$ cat src/pce_pkg.sv
// shared types and constants of the parametric crc engine
// no dependencies; compiled first
package pce_pkg;

  localparam int MAX_CRC_BITS = 64;
  localparam int CRC_W        = 64;
  localparam int CFG_DATA_W   = 64;
  localparam int CFG_INDEX_W  = 3;

  localparam logic [1:0]            RST_WIDTH_SELECT = 2'd2;
  localparam logic [CFG_DATA_W-1:0] RST_POLYNOMIAL   = 64'h0000_0000_04C1_1DB7;
  localparam logic [CFG_DATA_W-1:0] RST_INITIAL      = 64'h0000_0000_FFFF_FFFF;
  localparam logic [CFG_DATA_W-1:0] RST_FINAL_XOR    = 64'h0000_0000_FFFF_FFFF;
  localparam logic                  RST_REFLECT_IN   = 1'b1;
  localparam logic                  RST_REFLECT_OUT  = 1'b1;

  typedef enum logic [CFG_INDEX_W-1:0] {
    REG_WIDTH_SELECT   = 3'd0,
    REG_POLYNOMIAL     = 3'd1,
    REG_INITIAL_VALUE  = 3'd2,
    REG_FINAL_XOR      = 3'd3,
    REG_REFLECT_INPUT  = 3'd4,
    REG_REFLECT_OUTPUT = 3'd5
  } cfg_reg_t;

  typedef struct packed {
    logic [1:0]            width_select;
    logic [CFG_DATA_W-1:0] polynomial;
    logic [CFG_DATA_W-1:0] initial_value;
    logic [CFG_DATA_W-1:0] final_xor;
    logic                  reflect_input;
    logic                  reflect_output;
  } cfg_t;

endpackage

$ cat src/pce_in_if.sv
// request channel carrying message bytes into the crc engine
// no dependencies
interface pce_in_if;
  logic       valid;
  logic       ready;
  logic [7:0] data_byte;
  logic       last_byte;

  modport source (output valid, output data_byte, output last_byte, input ready);
  modport sink   (input valid, input data_byte, input last_byte, output ready);
endinterface

$ cat src/pce_out_if.sv
// result channel carrying finished crc values
// depends on pce_pkg
interface pce_out_if;
  logic                       valid;
  logic                       ready;
  logic [pce_pkg::CRC_W-1:0]  crc_value;

  modport source (output valid, output crc_value, input ready);
  modport sink   (input valid, input crc_value, output ready);
endinterface

$ cat src/pce_cfg_regs.sv
// configuration register file of the crc engine, write only
// depends on pce_pkg
module pce_cfg_regs (
  input  logic                               clk,
  input  logic                               rst,
  input  logic                               cfg_write,
  input  logic [pce_pkg::CFG_INDEX_W-1:0]    cfg_index,
  input  logic [pce_pkg::CFG_DATA_W-1:0]     cfg_data,
  output pce_pkg::cfg_t                      cfg
);

  always_ff @(posedge clk) begin
    if (rst) begin
      cfg.width_select   <= pce_pkg::RST_WIDTH_SELECT;
      cfg.polynomial     <= pce_pkg::RST_POLYNOMIAL;
      cfg.initial_value  <= pce_pkg::RST_INITIAL;
      cfg.final_xor      <= pce_pkg::RST_FINAL_XOR;
      cfg.reflect_input  <= pce_pkg::RST_REFLECT_IN;
      cfg.reflect_output <= pce_pkg::RST_REFLECT_OUT;
    end else if (cfg_write) begin
      case (cfg_index)
        pce_pkg::REG_WIDTH_SELECT:   cfg.width_select   <= cfg_data[1:0];
        pce_pkg::REG_POLYNOMIAL:     cfg.polynomial     <= cfg_data;
        pce_pkg::REG_INITIAL_VALUE:  cfg.initial_value  <= cfg_data;
        pce_pkg::REG_FINAL_XOR:      cfg.final_xor      <= cfg_data;
        pce_pkg::REG_REFLECT_INPUT:  cfg.reflect_input  <= cfg_data[0];
        pce_pkg::REG_REFLECT_OUTPUT: cfg.reflect_output <= cfg_data[0];
        default: begin
        end
      endcase
    end
  end

endmodule

$ cat src/pce_byte_update.sv
// one-byte crc update: input reflection, eight shift-xor steps, output reflection and final xor
// depends on pce_pkg
module pce_byte_update #(
  parameter int REG_W = pce_pkg::MAX_CRC_BITS
) (
  input  pce_pkg::cfg_t              cfg,
  input  logic                       start,
  input  logic [REG_W-1:0]           crc_cur,
  input  logic [7:0]                 data_byte,
  output logic [REG_W-1:0]           crc_next,
  output logic [pce_pkg::CRC_W-1:0]  crc_result
);

  localparam int MAX_SEL = $clog2(REG_W / 8);
  localparam int SHW     = $clog2(REG_W) + 1;

  logic [1:0]       sel;
  logic [SHW-1:0]   width_bits;
  logic [SHW-1:0]   shamt;
  logic [REG_W-1:0] poly_l;
  logic [REG_W-1:0] crc_l;
  logic [REG_W-1:0] crc_rev;
  logic [REG_W-1:0] fin;
  logic [REG_W-1:0] res;
  logic [7:0]       b;

  // register is worked left-justified so the feedback bit is always the msb
  always_comb begin
    sel        = (cfg.width_select > 2'(MAX_SEL)) ? 2'(MAX_SEL) : cfg.width_select;
    width_bits = SHW'(8) << sel;
    shamt      = SHW'(REG_W) - width_bits;
    poly_l     = cfg.polynomial[REG_W-1:0] << shamt;
    crc_l      = (start ? cfg.initial_value[REG_W-1:0] : crc_cur) << shamt;
    for (int i = 0; i < 8; i++) begin
      b[i] = cfg.reflect_input ? data_byte[7-i] : data_byte[i];
    end
    crc_l = crc_l ^ (REG_W'(b) << (REG_W - 8));
    for (int k = 0; k < 8; k++) begin
      crc_l = crc_l[REG_W-1] ? ((crc_l << 1) ^ poly_l) : (crc_l << 1);
    end
    crc_next = crc_l >> shamt;
    for (int i = 0; i < REG_W; i++) begin
      crc_rev[i] = crc_l[REG_W-1-i];
    end
    fin        = (cfg.final_xor[REG_W-1:0] << shamt) >> shamt;
    res        = (cfg.reflect_output ? crc_rev : crc_next) ^ fin;
    crc_result = pce_pkg::CRC_W'(res);
  end

endmodule

$ cat src/parametric_crc_engine.sv
// top level of the parametric crc engine
// depends on pce_pkg, pce_in_if, pce_out_if, pce_cfg_regs, pce_byte_update
//
// usage:
//   msg carries one message byte per request with a last_byte flag; crc returns
//   one request holding the finished crc (low width bits, upper bits zero) for
//   every byte marked last. bytes not marked last produce nothing.
//   the config port writes width, polynomial, initial value, final xor and the
//   two reflection flags; write only between messages or while no byte is in
//   flight. a new message starts from initial_value after every last byte.
// timing:
//   a byte is registered in the input stage on acceptance and folded into the
//   running register as it leaves that stage, eight shift-xor steps in one
//   combinational pass; a crc is registered when its last byte leaves it.
//   one byte is accepted per cycle while no last byte waits in the input stage.
// reset:
//   rst clears both stages, marks the next byte as a message start and loads
//   the crc-32 defaults into the config registers.
// stall:
//   while crc is held off a finished result waits in its output register;
//   bytes not marked last keep flowing, and the next last byte waits in the
//   input stage, which then stops accepting.
module parametric_crc_engine #(
  parameter int MAX_CRC_BITS = pce_pkg::MAX_CRC_BITS
) (
  input  logic                             clk,
  input  logic                             rst,
  input  logic                             cfg_write,
  input  logic [pce_pkg::CFG_INDEX_W-1:0]  cfg_index,
  input  logic [pce_pkg::CFG_DATA_W-1:0]   cfg_data,
  pce_in_if.sink                           msg,
  pce_out_if.source                        crc
);

  localparam int MAX_SEL = (MAX_CRC_BITS >= 64) ? 3 :
                           (MAX_CRC_BITS >= 32) ? 2 :
                           (MAX_CRC_BITS >= 16) ? 1 : 0;
  localparam int REG_W   = 8 << MAX_SEL;

  pce_pkg::cfg_t cfg;

  logic                      stage_valid;
  logic [7:0]                stage_data;
  logic                      stage_last;
  logic [REG_W-1:0]          crc_reg;
  logic                      msg_start;
  logic                      result_valid;
  logic [pce_pkg::CRC_W-1:0] result_crc;

  logic                      out_free;
  logic                      advance;
  logic                      take;
  logic [REG_W-1:0]          crc_next;
  logic [pce_pkg::CRC_W-1:0] crc_result;

  pce_cfg_regs u_cfg (
    .clk       (clk),
    .rst       (rst),
    .cfg_write (cfg_write),
    .cfg_index (cfg_index),
    .cfg_data  (cfg_data),
    .cfg       (cfg)
  );

  pce_byte_update #(.REG_W(REG_W)) u_update (
    .cfg        (cfg),
    .start      (msg_start),
    .crc_cur    (crc_reg),
    .data_byte  (stage_data),
    .crc_next   (crc_next),
    .crc_result (crc_result)
  );

  assign out_free  = !result_valid || crc.ready;
  assign advance   = stage_valid && (!stage_last || out_free);
  assign msg.ready = !stage_valid || advance;
  assign take      = msg.valid && msg.ready;

  assign crc.valid     = result_valid;
  assign crc.crc_value = result_crc;

  // input stage
  always_ff @(posedge clk) begin
    if (rst) begin
      stage_valid <= 1'b0;
    end else if (take) begin
      stage_valid <= 1'b1;
    end else if (advance) begin
      stage_valid <= 1'b0;
    end
  end

  always_ff @(posedge clk) begin
    if (take) begin
      stage_data <= msg.data_byte;
      stage_last <= msg.last_byte;
    end
  end

  // running remainder
  always_ff @(posedge clk) begin
    if (rst) begin
      crc_reg   <= '0;
      msg_start <= 1'b1;
    end else if (advance) begin
      crc_reg   <= crc_next;
      msg_start <= stage_last;
    end
  end

  // result stage
  always_ff @(posedge clk) begin
    if (rst) begin
      result_valid <= 1'b0;
    end else if (advance && stage_last) begin
      result_valid <= 1'b1;
    end else if (crc.ready) begin
      result_valid <= 1'b0;
    end
  end

  always_ff @(posedge clk) begin
    if (advance && stage_last) begin
      result_crc <= crc_result;
    end
  end

endmodule
$ cat src/flat_wrapper.sv
// flat-port wrapper written by rule: the top's interface ports become plain ports
module parametric_crc_engine_flat 
#(
  parameter int MAX_CRC_BITS = pce_pkg::MAX_CRC_BITS
)
  (clk, rst, cfg_write, cfg_index, cfg_data, msg_valid, msg_data_byte, msg_last_byte, msg_ready, crc_valid, crc_crc_value, crc_ready);
  pce_in_if msg_i ();
  pce_out_if crc_i ();
  input  logic clk;
  input  logic rst;
  input  logic cfg_write;
  input  logic [pce_pkg::CFG_INDEX_W-1:0] cfg_index;
  input  logic [pce_pkg::CFG_DATA_W-1:0] cfg_data;
  input wire logic [$bits(msg_i.valid)-1:0] msg_valid;
  input wire logic [$bits(msg_i.data_byte)-1:0] msg_data_byte;
  input wire logic [$bits(msg_i.last_byte)-1:0] msg_last_byte;
  output wire logic [$bits(msg_i.ready)-1:0] msg_ready;
  output wire logic [$bits(crc_i.valid)-1:0] crc_valid;
  output wire logic [$bits(crc_i.crc_value)-1:0] crc_crc_value;
  input wire logic [$bits(crc_i.ready)-1:0] crc_ready;
  assign msg_i.valid = msg_valid;
  assign msg_i.data_byte = msg_data_byte;
  assign msg_i.last_byte = msg_last_byte;
  assign msg_ready = msg_i.ready;
  assign crc_valid = crc_i.valid;
  assign crc_crc_value = crc_i.crc_value;
  assign crc_i.ready = crc_ready;
  parametric_crc_engine #(.MAX_CRC_BITS(MAX_CRC_BITS)) u_core (.clk(clk), .rst(rst), .cfg_write(cfg_write), .cfg_index(cfg_index), .cfg_data(cfg_data), .msg(msg_i), .crc(crc_i));
endmodule
$ cat config.mk
export PLATFORM = sky130hd
export DESIGN_NAME = parametric_crc_engine_flat
export DESIGN_NICKNAME = d
export VERILOG_FILES = /design/src/pce_pkg.sv /design/src/pce_in_if.sv /design/src/pce_out_if.sv /design/src/pce_cfg_regs.sv /design/src/pce_byte_update.sv /design/src/parametric_crc_engine.sv /design/src/flat_wrapper.sv
export SDC_FILE = /design/constraint.sdc
export NUM_CORES = 1
export LEC_CHECK = 0
export BUFFER_PORTS_ARGS = -buffer_cell sky130_fd_sc_hd__clkbuf_2
export CAP_MARGIN = 20
export CORE_ASPECT_RATIO = 1.2
export CORE_MARGIN = 4
export CORE_UTILIZATION = 40
export CTS_CLUSTER_DIAMETER = 150
export DETAILED_ROUTE_END_ITERATION = 10
export GPL_TIMING_DRIVEN = 0
export SKIP_CTS_REPAIR_TIMING = 1
export SYNTH_ARGS = -nofsm -noshare
export SYNTH_HDL_FRONTEND = slang
export SYNTH_SLANG_ARGS = --single-unit
$ cat constraint.sdc
create_clock -name clk -period 7 [get_ports clk]
set_clock_uncertainty 0.15 [all_clocks]
set_input_delay 0.35 -clock clk [delete_from_list [all_inputs] [get_ports clk]]
set_output_delay 0.35 -clock clk [all_outputs]
set_load 0.1 [all_outputs]
==> impl_metrics.yaml <==
status:
  status: "finished, violations left"
  violations: "hold timing, setup timing"
timing:
  clock.fmax_ghz: 0.142
  timing.setup.tns_ps: -114
  max_slew_margin: 0.267
  final.min_clock_period_ps: 7060
  setup_viol: 6
  period_share: 1.01
  hold_ws_ps: -10.9
  rsz0062_at_grt: "yes"
  fin_ws_ps: -60.1
  drv_slew: 0
  hold_violations: 6
  worst_pin_slew_ps: 1100
routing:
  drtIter0Drc: 2785
  drc: 0
  firstDrtPassIters: 5
  antenna_left: 0
  via_count: 23900
  via_per_inst: 5.76
  drt-wirelength-per-cell_um: 27.2
  routed_wl_um: 113000
setup_path:
  start_kind: "flip-flop"
  crit_required_ps: 7130
  r2r_cells: 23
  path_cells: "buf_6 -> buf_8 -> mux2i_4 -> mux4_2 -> buf_4 -> xnor2_1 -> o2111ai_1 -> inv_1 -> or3_1 -> buf_2 -> a211oi_1 -> and3b_2 -> and3_1 -> o32ai_2 -> a221o_1 -> nor4_2 -> buf_4 -> nor4_4 -> nor2_2 -> xnor2_4 -> a221o_1 -> o31ai_2 -> xor2_1"
  cp_slowest_cell: "nor4_4"
  cp_max_fo: 10
  timing.rr.end: "u_core.crc.crc_value[10]$_DFFE_PP_"
  worst_setup_path_end_kind: "flip-flop"
  timing.rr.start: "u_core.msg_start$_SDFFE_PP1P_"
  endpoint: "u_core.crc.crc_value[10]$_DFFE_PP_"
  worstPathArrival_ps: 7190
  cp_slowest_stage_delay_ps: 780
  crit_type: "reg -> reg"
  reg2reg_setup_slack_ps: -60
  critPathLaunch: "u_core.msg_start$_SDFFE_PP1P_"
placement:
  finalWeightedCongestion: 1.04
  port_buffers: 143
  pre_cts_slack_ps: -1390
  dp_hpwl_um: 87800
clocking:
  clkSinkCount: 336
  clk_path_buf_depth: 3
  insertion_delay_ps: 550
  cts_tree: "done"
  cts.clk_slew.worst_paths_ps: 70
  cts_buffers: 35
  clockRootBuffer: "clkbuf_16"
  htree_num_levels: 2
global_routing:
  grt_pass1_vias: 21900
  grt_pass1_wl_um: 156000
  antenna_found_initial: 1
  use_met2: 0.530
  overflow: 0
  met3_usage: 0.0612
  grt_usage: 0.337
  grt_max_degree: 66
  gr-max-usage-layer: "met2"
  grtUsageMet1: 0.423
logic_synthesis:
  async_flop_share: 0
  syn_nets: 3138
  ys_warn_count: 0
  yosys-top-cells-area: "dfxtp_1 22%, xnor2_1 17%, nand2_1 13%, edfxtp_1 9.2%, mux2i_1 4.7%"
  synth-edff-count: 73
  ys.flop_type: "dfxtp_1"
  syn_area_per_cell_um2: 7.80
  synth.distinct_cells: 94
  yosysTopAreaCellShare: 0.221
  ys_ff_latch: 336
  syn_inst: 3057
  synth_top_area_cell: "dfxtp_1"
  yosysSeqAreaShare: 0.313
  netlist_area_um2: 23900
pwr:
  leakagePower_uw: 0.0109
  ir_drop_mv: 0.315
  power.density_nw_per_um2: 491
floorplan:
  rows: 97
  die-area_um2: 63600
  die_w_um: 231
  core_um2: 58700
  initial_core_util: 0.406
  chipHeight_um: 276
  io_pins: 147
worst_hold_path:
  holdCritPathClass: "in -> reg"
  min-delay-start: "cfg_data[56]"
final_layout:
  area_delta_synth_final_pct: 18.4
  nFillCells: 5926
  nNetsFinal: 3403
  drive_above_1_share: 0.134
  layout_commonest_cell: "nand2_1"
  multi_input_area_um2: 16100
  largest_register_ff_count: 196
  final_cell_mix: "849 x nand2_1, 419 x xnor2_1, 263 x dfxtp_1, 253 x nor2_1, 182 x clkbuf_1"
  seqCellArea_um2: 7460
flow_run:
  maxCapViolCount: 0
worst min path at each step:
stage,endpoint,slack (ps),cells past startpoint
2_1_floorplan,u_core.u_cfg.cfg[120]$_SDFFE_PP0P_,280,2
3_3_place_gp,u_core.u_cfg.cfg[115]$_SDFFE_PP0P_,290,2
3_5_place_dp,u_core.u_cfg.cfg[121]$_SDFFE_PP0P_,300,2
4_1_cts,u_core.stage_last$_DFFE_PP_,-180,1
5_1_grt,u_core.u_cfg.cfg[122]$_SDFFE_PP0P_,2,3
6_report,u_core.u_cfg.cfg[58]$_SDFFE_PP0P_,-10,3
synth_stat cells, drive strengths merged (8+ instances only):
| master | n |
|---|---|
| and3 | 10 |
| o41ai | 9 |
| nor3 | 15 |
| nand3 | 105 |
| nand4 | 16 |
| and2 | 18 |
| mux4 | 30 |
| xor2 | 85 |
| edfxtp | 73 |
| a211o | 8 |
| o31ai | 12 |
| nand2 | 852 |
| a211oi | 13 |
| inv | 9 |
| buf | 60 |
| dfxtp | 263 |
| a22oi | 39 |
| o21ai | 76 |
| or2 | 11 |
| mux2 | 27 |
| nor2 | 256 |
| o211ai | 19 |
| or3 | 8 |
| xnor2 | 466 |
| a21oi | 150 |
| nand2b | 11 |
| clkbuf | 184 |
| mux2i | 113 |
layer usage:
layer,routed length [um],up-vias
met4,9350,2
met1,42500,11300
met5,13,-
met3,11100,392
met2,49600,1522
li1,-,10700
critical path, delay by kind of cell, from the launching register on:
family | cells | cell delay, ps
compound gates | 6 | 1960
xor+xnor | 3 | 480
buf+inv | 6 | 1020
flops | 1 | 330
mux | 2 | 870
simple gates | 6 | 1930
metrics by stage:
step	power, uW	instance area [um2]	util	hold WS (ps)	cells
after floorplan	7970	23900	-	283	3057
after global placement	10700	25600	0.435	292	3992
after detailed placement	10700	25600	0.436	298	3995
after CTS	12500	26700	0.454	-180	4057
after global routing	14200	28200	0.481	1.98	4139
final	13900	28200	0.481	-10.9	4142
where the power goes:
group / total [uW] / switching [uW] / internal (uW)
logic: 9690 / 6180 / 3520
clock network: 1820 / 843 / 981
registers: 2350 / 117 / 2230
cell type report:
type / count / share of cell area
diodes: 3 / 0.000266
plain buffers: 241 / 0.0366
clock buffers: 48 / 0.0342
clock inverters: 14 / 0.00377
inverters: 11 / 0.00159
multi-input cells: 2466 / 0.570
flip-flops and latches: 336 / 0.264
well taps: 792 / 0.0351
repair buffers: 231 / 0.0550
kinds of logic after synthesis:
group                  Yosys count  share of synthesized area
AND/OR/NAND/NOR               1335                      0.232
flip-flops                     336                      0.313
AO/OA/AOI/OAI                  401                      0.109
multiplexers                   170                     0.0888
XOR/XNOR                       560                      0.214
buffers and inverters          255                     0.0440
No activity file was read; power rests on OpenSTA's default activity.
